--- src/sv/abd_ram.sv ---
// abd_ram: generic single-write, single-read RAM with registered read data.
// No dependencies.
module abd_ram #(
  parameter int WIDTH = 8,
  parameter int DEPTH = 256
) (
  input  logic                     clk,
  input  logic                     we,
  input  logic [$clog2(DEPTH)-1:0] waddr,
  input  logic [WIDTH-1:0]         wdata,
  input  logic [$clog2(DEPTH)-1:0] raddr,
  output logic [WIDTH-1:0]         rdata
);

  logic [WIDTH-1:0] mem [DEPTH];

  always_ff @(posedge clk) begin
    if (we) mem[waddr] <= wdata;
    rdata <= mem[raddr];
  end

endmodule

--- config.mk ---
export PLATFORM = sky130hd
export DESIGN_NAME = abd_ram
export DESIGN_NICKNAME = d
export VERILOG_FILES = /design/src/sv/abd_ram.sv
export SDC_FILE = /design/constraint.sdc
export NUM_CORES = 2
export LEC_CHECK = 0
export BUFFER_PORTS_ARGS = -buffer_cell sky130_fd_sc_hd__buf_4
export CORE_UTILIZATION = 35
export CTS_BUF_LIST = sky130_fd_sc_hd__clkbuf_8
export DETAILED_ROUTE_END_ITERATION = 12
export PLACE_DENSITY = 0.58
export SLEW_MARGIN = 20
export SYNTH_ARGS = -nofsm -noshare
export SYNTH_HDL_FRONTEND = slang
export SYNTH_SLANG_ARGS = --single-unit
--- constraint.sdc ---
create_clock -name clk -period 2.22 [get_ports clk]
set_clock_uncertainty 0.05 [all_clocks]
set_input_delay 0.111 -clock clk [delete_from_list [all_inputs] [get_ports clk]]
set_output_delay 0.111 -clock clk [all_outputs]
set_load 0.02 [all_outputs]
==> metrics.yaml <==
first_iter_violations: 4465
htree_levels: 5
synthDistinctLibCells: 55
synth_nets: 3759
post_cts_buffers: 0
cts_made_buffers: 350
multi_input_area_sq_um: 16900
criticalPathCategory: "reg2reg"
pwr-share-comb_pct: 6.0
timing.final.hold_violations: 0
setup_tns_ps: -39.0
p_int_uw: 60400
postSynth.asyncResetShare_pct: 0
fmax_ghz: 0.443
ys_ff_latch: 2056
firstDrtPassIters: 5
fin_crit_sh_pct: 102
layout.nets: 4625
synth.avg_cell_area_sq_um: 21.3
setup_viol: 2
core_sq_um: 225000
holdWs_ps: 97.9
maxSlewHeadroom_pct: 29.8
vias: 41500
die_area_sq_um: 229000
p_seq_share_pct: 54.9
row_count: 174
wl_mm: 212
antenna_found_initial: 10
ant_nets: 0
cap_violations: 0
yosysWarnings: 0
die_w_um: 479
start_kind: "flop"
fillerInstances: 19600
status: "complete, but fails checks"
p_leak_uw: 0.0310
clk_latency_ps: 1070
min-delay-path-class: "in2reg"
synth_edf_count: 2048
cts_tree: "built"
fin_ws_ps: -38.7
dp_slack_ps: -1100
io_buffers: 33
start_util_pct: 35.3
min_period_ps: 2260
synth_area_sq_um: 79600
drv_slew: 0
grt_usage_pct: 18.4
ios: 34
synthCells: 3733
drive_gt1_share_pct: 34.2
gp_congestion: 0.863
grt_max_degree: 90
violations: "negative setup slack"
yosys_most_used_dff: "edfxtp_1"
crit_arrival_ps: 3130
dpl.hpwl_mm: 136
seq_area_frac_synth_pct: 77.5
end_kind: "flop"
overflow: 0
regArea_sq_um: 61700
die_y_um: 479
tightest_slew_ps: 1050
clockBufferDepth: 4
root_buffer: "clkbuf_8"
via_per_inst: 5.29
clock_sinks: 2056
worstPathRequired_ps: 3090
area_delta_synth_final_pct: 19.6
power_density_nw_per_um2: 821
grt_pass1_vias: 42700
wl_per_cell_um: 27.0
final_util_pct: 42.2
rsz0062_at_grt: "true"
irDropWorstVdd_mv: 0.617
clk_pin_slew_ps: 60
route.detailed.drc: 0
swShare_pct: 22.6
p_switching_uw: 17700
cp_max_fo: 1
p_clk_share_pct: 39.1
grt_pass1_wl_mm: 305
-- power by group through the flow --
stage / logic (uW) / registers (uW) / clock network [uW]
floorplan: 2080 / 43700 / 0
global placement: 4540 / 43700 / 0
detailed placement: 4580 / 43700 / 0
CTS: 4720 / 42900 / 31200
global route: 4950 / 42800 / 32900
finish: 4710 / 42900 / 30500
-- per-layer routing --
metal	global-route usage, %	routed length (um)	vias to the layer above
met2	29.4	102000	1656
met3	3.66	15800	375
met5	0	10	-
li1	-	-	17500
met1	25.3	88200	22000
met4	5.67	5850	2
-- metrics by stage --
stage                     instance area (sq um)  power, uW  std cells
after floorplan                           79600      45800       3733
after global placement                    88300      48200       7208
after detailed placement                  88300      48300       7208
after CTS                                 95000      78800       7830
after global routing                      95100      80700       7834
final                                     95100      78100       7837
-- final timing paths --
kind                         start                   end  slack, ps  depth (start not counted)
max          mem[135][7]$_DFFE_PP_      rdata[7]$_DFF_P_        -40                          6
min                       wdata[1]  mem[67][1]$_DFFE_PP_        100                          2
max reg2reg  mem[135][7]$_DFFE_PP_      rdata[7]$_DFF_P_        -40                          6
min reg2reg   mem[98][6]$_DFFE_PP_      rdata[6]$_DFF_P_       1050                          5
-- Yosys cell counts, types with 3 or more instances --
master	instances	share of area, %
edfxtp_1	2048	77
mux4_2	454	13
nor2_1	282	1.3
mux2i_1	134	1.7
a22oi_1	133	1.3
clkbuf_1	111	0.52
a21oi_1	96	0.60
o221ai_1	46	0.51
nand3_1	34	0.21
nand2_1	33	0.16
buf_2	31	0.20
nor2b_1	31	0.24
o22ai_1	28	0.22
buf_4	27	0.25
nor4_1	24	0.19
buf_1	22	0.10
nor3_1	22	0.14
buf_6	21	0.30
a211oi_1	16	0.15
a221oi_1	13	0.14
buf_8	13	0.25
nand4_1	10	0.079
o211ai_1	10	0.094
o21ai_0	10	0.063
a22o_1	8	0.088
buf_12	8	0.20
dfxtp_1	8	0.20
nand2b_1	8	0.063
and2_1	6	0.047
o22a_1	5	0.055
o32ai_1	4	0.044
or2_2	4	0.031
nor4_2	3	0.047
-- cell usage in the layout (no fill, tap or decap), types with 72 or more instances in the layout --
cell	instances
buf_4	630
inv_1	111
mux2i_1	134
buf_12	75
mux4_2	455
nor2_1	276
edfxtp_1	2048
a21oi_1	95
clkinv_1	72
clkbuf_8	360
a22oi_1	131
-- cell type report --
class,count,area share (%)
multi-input combinational,1442,17.8
antenna,7,0.0184
inverter,2,0.00789
clock buffer,360,5.21
sequential,2056,64.8
tap,2992,3.93
clock inverter,231,1.20
timing repair buffer,747,7.04
-- registers in the layout (all words and copies together), names as in the netlist --
name,flops
mem,2048
rdata,8
-- cells by family after synthesis --
logic type	count (synthesis)	share of synthesized area, %
AOI/OAI and AO/OA	385	3.42
DFF	2056	77.5
and+or+nand+nor	466	2.63
buffers and inverters	235	1.83
muxes	591	14.6
-- critical path, cell delays in order (launching register included) --
cell       delay [ps]
edfxtp_1          380
mux4_2            490
mux4_2            470
nor2_1            190
a2111oi_2          90
nor3_4            350
nor4_1            110
-- repair_timing --
item | CTS | global route
hold buffers | 32 | 0
gates resized for setup | 47 | 26
gates cloned | 0 | 0
endpoints found under the hold margin | 3618 | 0
setup endpoints to repair | 8 | 16
pin swaps | 15 | 20
Note: power is estimated with default switching activity, not from simulation.
