[src/sv/abd_pkg.sv]
// abd_pkg: shared types, constants and field arithmetic for the AES block decrypt unit.
// Depends on nothing; imported by abd_round and aes_block_decrypt_unit.
package abd_pkg;

  localparam int MAX_ROUNDS = 14;
  localparam int NUM_BYTES  = 16;
  localparam int BLOCK_W    = 8 * NUM_BYTES;
  localparam int KEY_DEPTH  = MAX_ROUNDS + 1;
  localparam int KEY_AW     = $clog2(KEY_DEPTH);
  localparam int TBL_DEPTH  = 256;
  localparam int RC_W       = 4;
  localparam logic [RC_W-1:0] RC_RESET = 4'd10;

  // request function codes
  localparam logic [1:0] FUNC_TABLE   = 2'd0;
  localparam logic [1:0] FUNC_KEY     = 2'd1;
  localparam logic [1:0] FUNC_DECRYPT = 2'd2;

  // GF(2^8) reduction
  localparam logic [7:0] GF_POLY = 8'h1b;
  localparam logic [7:0] GF_MSB  = 8'h80;

  // inverse row shift: output byte i takes state byte UNSHIFT_SRC[i]
  localparam logic [3:0] UNSHIFT_SRC [NUM_BYTES] = '{
    4'd0, 4'd13, 4'd10, 4'd7, 4'd4, 4'd1, 4'd14, 4'd11,
    4'd8, 4'd5, 4'd2, 4'd15, 4'd12, 4'd9, 4'd6, 4'd3
  };

  typedef enum logic [1:0] {
    OP_HOLD  = 2'd0,
    OP_LOAD  = 2'd1,
    OP_KEY   = 2'd2,
    OP_ROUND = 2'd3
  } round_op_t;

  typedef struct packed {
    round_op_t op;
    logic      last;
  } round_ctl_t;

  function automatic logic [7:0] xtime(input logic [7:0] b);
    logic [7:0] sh;
    sh = {b[6:0], 1'b0};
    if ((b & GF_MSB) != 8'h00) sh = sh ^ GF_POLY;
    return sh;
  endfunction

  // inverse MixColumns on one 4-byte column, byte 0 in the top bits
  function automatic logic [31:0] unmix_col(input logic [31:0] col);
    logic [7:0] a   [4];
    logic [7:0] m9  [4];
    logic [7:0] m11 [4];
    logic [7:0] m13 [4];
    logic [7:0] m14 [4];
    logic [7:0] x2, x4, x8;
    for (int i = 0; i < 4; i++) begin
      a[i]   = col[31-8*i -: 8];
      x2     = xtime(a[i]);
      x4     = xtime(x2);
      x8     = xtime(x4);
      m9[i]  = x8 ^ a[i];
      m11[i] = x8 ^ x2 ^ a[i];
      m13[i] = x8 ^ x4 ^ a[i];
      m14[i] = x8 ^ x4 ^ x2;
    end
    return {m14[0] ^ m11[1] ^ m13[2] ^ m9[3],
            m9[0]  ^ m14[1] ^ m11[2] ^ m13[3],
            m13[0] ^ m9[1]  ^ m14[2] ^ m11[3],
            m11[0] ^ m13[1] ^ m9[2]  ^ m14[3]};
  endfunction

endpackage

[src/sv/abd_round.sv]
// abd_round: shared round datapath holding the 128-bit cipher state.
// Generates the table lookup addresses and applies key add / inverse mix. Uses abd_pkg.
module abd_round import abd_pkg::*; (
  input  logic               clk,
  input  round_ctl_t         ctl,
  input  logic [BLOCK_W-1:0] blk_in,
  input  logic [BLOCK_W-1:0] tbl_q,
  input  logic [BLOCK_W-1:0] key_q,
  output logic [BLOCK_W-1:0] tbl_addr,
  output logic [BLOCK_W-1:0] state
);

  logic [BLOCK_W-1:0] state_r;
  logic [BLOCK_W-1:0] state_nxt;
  logic [BLOCK_W-1:0] subbed;
  logic [BLOCK_W-1:0] unmixed;

  // lookup addresses carry the inverse row shift
  always_comb begin
    for (int j = 0; j < NUM_BYTES; j++) begin
      tbl_addr[BLOCK_W-1-8*j -: 8] = state_r[BLOCK_W-1-8*int'(UNSHIFT_SRC[j]) -: 8];
    end
  end

  assign subbed = tbl_q ^ key_q;

  always_comb begin
    for (int c = 0; c < 4; c++) begin
      unmixed[BLOCK_W-1-32*c -: 32] = unmix_col(subbed[BLOCK_W-1-32*c -: 32]);
    end
  end

  always_comb begin
    case (ctl.op)
      OP_LOAD:  state_nxt = blk_in;
      OP_KEY:   state_nxt = state_r ^ key_q;
      OP_ROUND: state_nxt = ctl.last ? subbed : unmixed;
      default:  state_nxt = state_r;
    endcase
  end

  always_ff @(posedge clk) begin
    state_r <= state_nxt;
  end

  assign state = state_r;

endmodule
[config.mk]
export PLATFORM = sky130hd
export DESIGN_NAME = abd_round
export DESIGN_NICKNAME = d
export VERILOG_FILES = /design/src/sv/abd_pkg.sv /design/src/sv/abd_round.sv
export SDC_FILE = /design/constraint.sdc
export NUM_CORES = 1
export LEC_CHECK = 0
export BUFFER_PORTS_ARGS = -buffer_cell sky130_fd_sc_hd__buf_4
export CORE_ASPECT_RATIO = 0.9
export CORE_MARGIN = 2
export CORE_UTILIZATION = 29
export CTS_CLUSTER_DIAMETER = 60
export DETAILED_ROUTE_END_ITERATION = 8
export HOLD_SLACK_MARGIN = 0.06
export PLACE_DENSITY = 0.58
export SETUP_SLACK_MARGIN = 0.15
export SKIP_LAST_GASP = 1
export SLEW_MARGIN = 20
export SYNTH_ARGS = -nofsm -noshare
export SYNTH_HDL_FRONTEND = slang
export SYNTH_SLANG_ARGS = --single-unit
[constraint.sdc]
create_clock -name clk -period 4.81 [get_ports clk]
set_clock_uncertainty 0.2 [all_clocks]
set_input_delay 0 -clock clk [delete_from_list [all_inputs] [get_ports clk]]
set_output_delay 0 -clock clk [all_outputs]
set_load 0.1 [all_outputs]
==> impl_metrics.json <==
{
  "path_clk_slew_ns": 0.07,
  "layout_commonest_cell": "xnor2_1",
  "antenna_cells": 0,
  "finalMaxSlewViolations": 0,
  "ir_drop_uv": 303,
  "internal_power_w": 0.00690,
  "clockRootBuffer": "clkbuf_16",
  "grt_pass1_wl_mm": 114,
  "crit_arrival_ns": 3.33,
  "p_leak_nw": 10.5,
  "worst_pin_slew_ns": 1.16,
  "synth_cell_type_count": 30,
  "fin_ws_ns": 1.51,
  "worstPathMaxFanout": 7,
  "clock_latency_ns": 0.48,
  "start_util_pct": 29.3,
  "pwr-share-comb_pct": 77.8,
  "initialDrtViolationCount": 1283,
  "clockBufferDepth": 2,
  "power.density_mw_per_mm2": 567,
  "die_w_um": 269,
  "fin_util_pct": 42.4,
  "layout_common_cells": "705 x xnor2_1, 676 x buf_4, 258 x dlygate4sd3_1",
  "antenna_found_initial": 0,
  "synth-seq-cells": 128,
  "h-tree-depth": 4,
  "wl_per_cell_um": 22.4,
  "area_growth_pct": 44.6,
  "setup.worst_path.end": "state[25]",
  "via_per_inst": 4.98,
  "largest_register_ff_count": 128,
  "holdCritPathClass": "in2reg",
  "min_period_ns": 3.30,
  "syn-instance-count": 1815,
  "grt_max_degree": 82,
  "ys_seq_area_share_pct": 20.9,
  "clock-sinks": 128,
  "cts_inserted_buffers": 17,
  "seq_power_share_pct": 12.1,
  "critPathLaunchType": "input port",
  "finalSetupViolCount": 0,
  "port_buffers": 643,
  "rrSetupSlack_ns": 2.25,
  "synth.avg_cell_area_sq_um": 10.1,
  "drive_gt1_share_pct": 30.4,
  "io_pins": 644,
  "grt.total_usage_pct": 22.9,
  "end_kind": "flop",
  "outcome": "finished clean",
  "r2r_start": "state[37]",
  "grt_pass1_vias": 17569,
  "r2r-end": "state[37]",
  "grt_setup_unrepaired": "no",
  "drtAntennaViolNets": 0,
  "finalHoldViolCount": 0,
  "drt_wl_total_mm": 76.9,
  "syn_nets": 2203,
  "syn_area_sq_mm": 0.0184,
  "ff2ff_path_depth": 6,
  "core.rowCount": 87,
  "overflow": 0,
  "clkPwrFrac_pct": 10.1,
  "core-area_sq_mm": 0.0627,
  "post-place-ws_ns": 1.60,
  "vias": 17085,
  "yosys_warnings": 0,
  "ctsResizeCount": 0,
  "maxCapViolations": 0,
  "final_nets": 2958,
  "die_h_um": 243,
  "hpwl_mm": 58.3,
  "cp.required_ns": 4.84,
  "cts_tree": "done",
  "fin_crit_sh_pct": 68.6,
  "drt-pass1-iter-count": 7,
  "fin_setup_tns_ns": 0,
  "path_class": "in2reg",
  "swShare_pct": 54.1,
  "gp_congestion": 0.936,
  "p_sw_w": 0.00815,
  "dieArea_sq_mm": 0.0654,
  "cts_setup_buffers": 0,
  "worstSetupStartpoint": "tbl_q[6]",
  "hp-start": "tbl_q[1]",
  "fmax_mhz": 303,
  "drcViolationCount": 0,
  "ctsHoldBuffers": 258,
  "slew_headroom_pct": 22.4
}
==> routing by layer <==
metal	up-vias	track usage [%]	routed length, um
met5	-	0	0
met4	0	5.75	1400
met3	80	3.55	4520
met2	783	38.2	36900
met1	8466	30.7	34200
li1	7756	-	-
==> power groups by stage <==
stage               registers, W  clock network [W]  logic [W]
floorplan                0.00327                  0    0.00748
global placement         0.00182                  0     0.0113
detailed placement       0.00183                  0     0.0113
CTS                      0.00181            0.00155     0.0117
global route             0.00184            0.00158     0.0122
finish                   0.00182            0.00152     0.0117
==> metrics by stage <==
stage | power [W] | instance area, sq um | hold slack [ns] | instances
floorplan | 0.0108 | 18400 | -0.00430 | 1815
global placement | 0.0131 | 23400 | 0.0897 | 3138
detailed placement | 0.0131 | 23400 | 0.0931 | 3138
CTS | 0.0150 | 26600 | 0.0750 | 3428
global route | 0.0157 | 26600 | 0.135 | 3428
finish | 0.0150 | 26600 | 0.109 | 3428
==> cells by family (layout without fill, tap and decap cells) <==
family	after synthesis	in the layout	share of synthesized area, %
simple gates	125	125	2.59
buf+inv	208	976	6.86
compound gates	379	379	14.4
xor+xnor	975	975	55.2
flops	128	128	20.9
==> critical path, cell delays in order <==
cell and delay, ns:
buf_4 0.12, xnor2_2 0.56, xnor3_1 0.58, xor2_1 0.24, xnor2_2 0.44, xnor3_1 0.54
a21oi_1 0.18, a21oi_1 0.08, dlygate4sd3_1 0.59
==> worst min-delay path by stage <==
stage                 endpoint  slack (ns)  depth (start not counted)
CTS                  state[10]        0.08                          5
floorplan           state[102]      -0.004                          2
finish               state[10]        0.11                          5
detailed placement   state[14]        0.09                          3
global placement     state[50]        0.09                          3
global route         state[10]        0.14                          5
==> area by class of cell <==
| type | instances | area (sq um) |
|---|---|---|
| clock buffers | 20 | 437 |
| well taps | 845 | 1060 |
| multi-input cells | 1479 | 13300 |
| clock inverters | 12 | 190 |
| repair buffers | 936 | 7690 |
| flip-flops and latches | 128 | 3840 |
| fillers | 6158 | 36100 |
| inverters | 8 | 30.0 |
==> synth_stat cells <==
| cell type | count | area (sq um) |
|---|---|---|
| xnor2_2 | 52 | 846 |
| xnor3_2 | 2 | 47.6 |
| a21oi_1 | 96 | 480 |
| xnor2_4 | 7 | 193 |
| a221o_1 | 41 | 410 |
| clkbuf_1 | 71 | 267 |
| and2_1 | 1 | 6.26 |
| xor2_4 | 3 | 82.6 |
| a2bb2oi_1 | 1 | 8.76 |
| xnor3_1 | 59 | 1330 |
| o21ai_1 | 45 | 225 |
| buf_4 | 128 | 961 |
| xor3_1 | 9 | 214 |
| xnor2_1 | 705 | 6170 |
| o221ai_1 | 92 | 806 |
| a222oi_1 | 5 | 50.1 |
| xor2_1 | 131 | 1150 |
| inv_1 | 8 | 30.0 |
| buf_1 | 1 | 3.75 |
| nand3_1 | 1 | 5.00 |
| a221oi_1 | 10 | 87.6 |
| o22a_1 | 5 | 43.8 |
| edfxtp_1 | 128 | 3840 |
| a22oi_1 | 32 | 240 |
| o22ai_1 | 26 | 163 |
| nor2_1 | 116 | 435 |
| xor2_2 | 7 | 114 |
| o21ai_0 | 26 | 130 |
| nand2_1 | 6 | 22.5 |
| nand2b_1 | 1 | 6.26 |
Note: power is estimated with default switching activity, not from simulation.
